**src/rtl/core/spq_pkg.sv**
```systemverilog
package spq_pkg;

    // Heap geometry and field widths.
    localparam int CAPACITY = 1024;
    localparam int IDX_W    = $clog2(CAPACITY);
    localparam int CNT_W    = $clog2(CAPACITY + 1);
    localparam int CH_W     = IDX_W + 2;
    localparam int FIELD_W  = 30;
    localparam int STAMP_W  = 32;
    localparam int STATUS_W = 2;

    // Largest identifier or priority that a push may carry.
    localparam logic [FIELD_W-1:0] VALUE_MAX = FIELD_W'(1000000000);

    // Operation codes.
    localparam logic OP_PUSH = 1'b0;
    localparam logic OP_POP  = 1'b1;

    // Result status codes.
    localparam logic [STATUS_W-1:0] ST_PUSH_OK   = 2'd0;
    localparam logic [STATUS_W-1:0] ST_PUSH_REJ  = 2'd1;
    localparam logic [STATUS_W-1:0] ST_POP_OK    = 2'd2;
    localparam logic [STATUS_W-1:0] ST_POP_EMPTY = 2'd3;

    typedef struct packed {
        logic               op;
        logic [FIELD_W-1:0] item_id;
        logic [FIELD_W-1:0] prio;
    } t_in_item;

    typedef struct packed {
        logic [STATUS_W-1:0] status;
        logic [FIELD_W-1:0]  out_id;
    } t_out_item;

    // One stored heap slot.
    typedef struct packed {
        logic [FIELD_W-1:0] item_id;
        logic [FIELD_W-1:0] prio;
        logic [STAMP_W-1:0] stamp;
    } t_entry;

endpackage

```
**src/rtl/core/spq_order.sv**
```systemverilog
module spq_order (
    input  spq_pkg::t_entry i_a,
    input  spq_pkg::t_entry i_b,
    output logic            o_ahead
);
    import spq_pkg::*;

    // Entry a is served before entry b: higher priority wins, and on a tie the
    // older stamp wins.
    always_comb begin
        if (i_a.prio != i_b.prio) begin
            o_ahead = (i_a.prio > i_b.prio);
        end else begin
            o_ahead = (i_a.stamp < i_b.stamp);
        end
    end

endmodule

```
**config.mk**
```make
export PLATFORM = sky130hd
export DESIGN_NAME = spq_order
export DESIGN_NICKNAME = d
export VERILOG_FILES = /design/src/rtl/core/spq_pkg.sv /design/src/rtl/core/spq_order.sv
export SDC_FILE = /design/constraint.sdc
export NUM_CORES = 1
export LEC_CHECK = 0
export BUFFER_PORTS_ARGS = -buffer_cell sky130_fd_sc_hd__buf_2
export CORE_MARGIN = 5
export CORE_UTILIZATION = 38
export DETAILED_ROUTE_END_ITERATION = 6
export GPL_ROUTABILITY_DRIVEN = 0
export GPL_TIMING_DRIVEN = 1
export PLACE_DENSITY_LB_ADDON = 0.12
export SLEW_MARGIN = 20
export SYNTH_ARGS = -nofsm -noshare
export SYNTH_HDL_FRONTEND = slang
export SYNTH_SLANG_ARGS = --single-unit
export TNS_END_PERCENT = 10
```
**constraint.sdc**
```tcl
create_clock -name vclk -period 5.8
set_input_delay 1.45 -clock vclk [all_inputs]
set_output_delay 1.45 -clock vclk [all_outputs]
set_load 0.05 [all_outputs]
```
# After elaboration in Yosys (flattened, before gate mapping)
# Index checks and enable logic that the tools add are counted.
[word_totals]
register_bits = 0
input_bits = 184
out_inout_bits = 1
elab_cells = 4
[op_classes]
magnitude_cmp = 2
eq_ne = 1
n_mux = 1
[op_table]
columns = ["operator", "n"]
rows = [
  ["$lt 32x32->1", 1],
  ["$gt 30x30->1", 1],
  ["$ne 30x30->1", 1],
  ["$mux 1", 1],
]

# Longest topological paths before layout
[depth]
word_depth = 2
ltp_mapped = 8
ltp_nobuf = 8

# Least setup slack after synthesis
# Ideal clock, no wire load.
[synth_timing]
path_kind = "input port to output port"
start = "input i_b[1] (netlist bit)"
end = "output o_ahead"
arrival_time_ns = 3.372
t_required_ns = 4.350
setup_slack_ns = 0.978
cell_stages = 7
n_path_buf = 0
path_cell_list = "inv_1 ha_1 a2111oi_4 o41ai_1 a211o_1 a41o_1 o31ai_2"
[synth_via]
elab_chain_cells = 2
[synth_rtl]
columns = ["element", "line_no", "text"]
rows = [
  ["start, declared", "spq_order.sv:3", "input spq_pkg::t_entry i_b,"],
  ["$lt 32x32->1", "spq_order.sv:14", "o_ahead = (i_a.stamp < i_b.stamp);"],
  ["$mux 1", "spq_order.sv:11", "if (i_a.prio != i_b.prio) begin"],
  ["end, declared", "spq_order.sv:4", "output logic o_ahead"],
]
# No other way between the ends.

# Final worst setup path
[layout_timing]
start = "input i_a[1] (netlist bit)"
end = "output o_ahead"
[layout_via]
elab_chain_cells = 2
[layout_rtl]
columns = ["element", "line_no", "text"]
rows = [
  ["start, declared", "spq_order.sv:2", "input spq_pkg::t_entry i_a,"],
  ["$lt 32x32->1", "spq_order.sv:14", ""],
  ["$mux 1", "spq_order.sv:11", ""],
]
# No other way between the ends.

==> flow_summary.json <==
{
  "critical_path.max_fanout": 1,
  "required_ns": 4.35,
  "ant_nets": 0,
  "combPwrFrac_pct": 100.0,
  "n_clock_buffer": 0,
  "synth_area_um2": 1560,
  "seq_power_share_pct": 0,
  "layout.cells.non_filler": 396,
  "grt_max_degree": 5,
  "dpl.cell_count": 396,
  "synth_cell_types": 26,
  "setup_slack_ns": 1.09,
  "totalWireLength_um": 3960,
  "drv_slew": 0,
  "relSlewSlack_pct": 75.5,
  "final_core_util_pct": 56.1,
  "track_usage_pct": 13.4,
  "p_clk_share_pct": 0,
  "final_nets": 593,
  "dr.pass1.iters": 4,
  "finalHoldViolCount": 0,
  "fin_crit_sh_pct": 81.2,
  "nFlopsAndLatches": 0,
  "viasPerCell": 4.64,
  "grt_antenna_before_repair": 0,
  "start_util_pct": 38.9,
  "yosysWarnings": 0,
  "netlist_instances": 221,
  "pre_cts_ws_ns": 1.06,
  "area_growth_pct": 44.2,
  "path_class": "in2out",
  "syn_nets": 466,
  "hold_path.class": "in2out",
  "maxCapViolations": 0,
  "die_y_um": 74,
  "grt_overflow": 0,
  "dieArea_um2": 5480,
  "finalCriticalPeriod_ns": 4.71,
  "worst_pin_slew_ns": 0.364,
  "arrival_ns": 3.26,
  "num_vias": 1836,
  "p_leak_nw": 1.47,
  "final-setup-viol-count": 0,
  "seq_area_frac_synth_pct": 0,
  "io_buffers": 125,
  "max_freq_ghz": 0.212,
  "nFillCells": 422,
  "syn_area_per_cell_um2": 7.04,
  "post_cts_resized": 0,
  "die_x_um": 74,
  "power.density_nw_per_um2": 62.3,
  "wl_per_cell_um": 10.0,
  "ctsHoldBuffers": 0,
  "status": "complete, no violations",
  "post_cts_buffers": 0,
  "switchingPower_mw": 0.0656,
  "crit_path_end_kind": "primary output",
  "row_count": 23,
  "regArea_um2": 0,
  "grt_pass1_vias": 1701,
  "power_switching_share_pct": 46.9,
  "vdd_drop_max_uv": 26.2,
  "pin_count": 185,
  "grt_setup_unrepaired": "no",
  "setup_tns_ns": 0,
  "hpwl_um": 3930,
  "drt_iter0_drc": 15,
  "start_kind": "input pin",
  "drcViolationCount": 0,
  "n_antenna_cell": 0,
  "grt_pass1_wl_um": 6240,
  "drive_gt1_share_pct": 37.0,
  "p_int_mw": 0.0743,
  "core_area_um2": 4000
}
critical path, stage by stage:
cell	delay, ns
buf_2	0.10
ha_1	0.32
a2111oi_4	0.29
o41ai_1	0.11
a211o_1	0.31
a41o_1	0.19
o31ai_2	0.20
buf_2	0.30
per-layer routing:
layer / global-route usage [%] / part of all wire (%) / routed length, um / vias to the layer above
met5: 0 / 0 / 0 / -
met4: 0 / 0 / 0 / 0
met3: 2.03 / 11 / 444 / 0
met2: 27.5 / 51 / 2020 / 66
met1: 15.1 / 38 / 1500 / 751
li1: - / - / - / 1019
cells in the final DEF (no fill, tap or decap), types with 2 or more instances in the layout:
master    netlist  routed
a211oi_1        2       2
a21oi_1        24      24
a221oi_1        2       2
buf_2           0     125
ha_1           61      61
inv_1          63      63
nand2_1        18      18
nand3_1         6       6
nand4_1        11      11
nor2_1          6       6
nor3_1          4       4
nor4_1          2       2
o21a_1          2       2
o21ai_0         7       7
power by group through the flow:
stage               logic (mW)  registers (mW)  clock network (mW)
global placement         0.139               0                   0
finish                   0.140               0                   0
global route             0.165               0                   0
floorplan               0.0822               0                   0
CTS                      0.143               0                   0
detailed placement       0.142               0                   0
cells in the mapped netlist (all sizes together):
master,n,area (um^2)
a2111oi,1,27.5
a211o,1,8.76
a211oi,2,15.0
a21boi,1,7.51
a21oi,24,120
a221oi,2,17.5
a41o,1,10.0
and4,1,8.76
ha,61,763
inv,63,236
nand2,18,67.6
nand2b,2,20.0
nand3,6,30.0
nand4,11,68.8
nor2,6,22.5
nor3,4,20.0
nor4,2,12.5
o211ai,1,7.51
o21a,2,15.0
o21ai,8,40.0
o2bb2ai,1,8.76
o31ai,2,20.0
o41ai,1,8.76
final timing paths:
path	startpoint	endpoint	slack [ns]	cells past startpoint
setup / recovery	i_a[1]	o_ahead	1.09	8
hold / removal	i_a[31]	o_ahead	3.62	7
layout make-up:
type / instances / area (um^2) / area share, %
Inverter: 63 / 236 / 10.5
Multi-Input combinational cell: 158 / 1320 / 58.8
Tap cell: 50 / 62.6 / 2.79
Timing Repair Buffer: 125 / 626 / 27.9
through the flow:
step                      instance area (um^2)  hold slack [ns]  total power [mW]
after floorplan                           1560             3.41            0.0822
after global placement                    2240             3.65             0.139
after detailed placement                  2240             3.64             0.142
after CTS                                 2240             3.65             0.143
after global routing                      2240             3.70             0.165
final                                     2240             3.62             0.140
cell families (layout without fill, tap and decap cells):
| family | count (synthesis) | after routing | synth area share (%) |
|---|---|---|---|
| adders and majority gates | 61 | 61 | 49.0 |
| and+or+nand+nor | 50 | 50 | 16.1 |
| AOI/OAI and AO/OA | 47 | 47 | 19.7 |
| buffers and inverters | 63 | 188 | 15.2 |
Note: power is estimated with default switching activity, not from simulation.
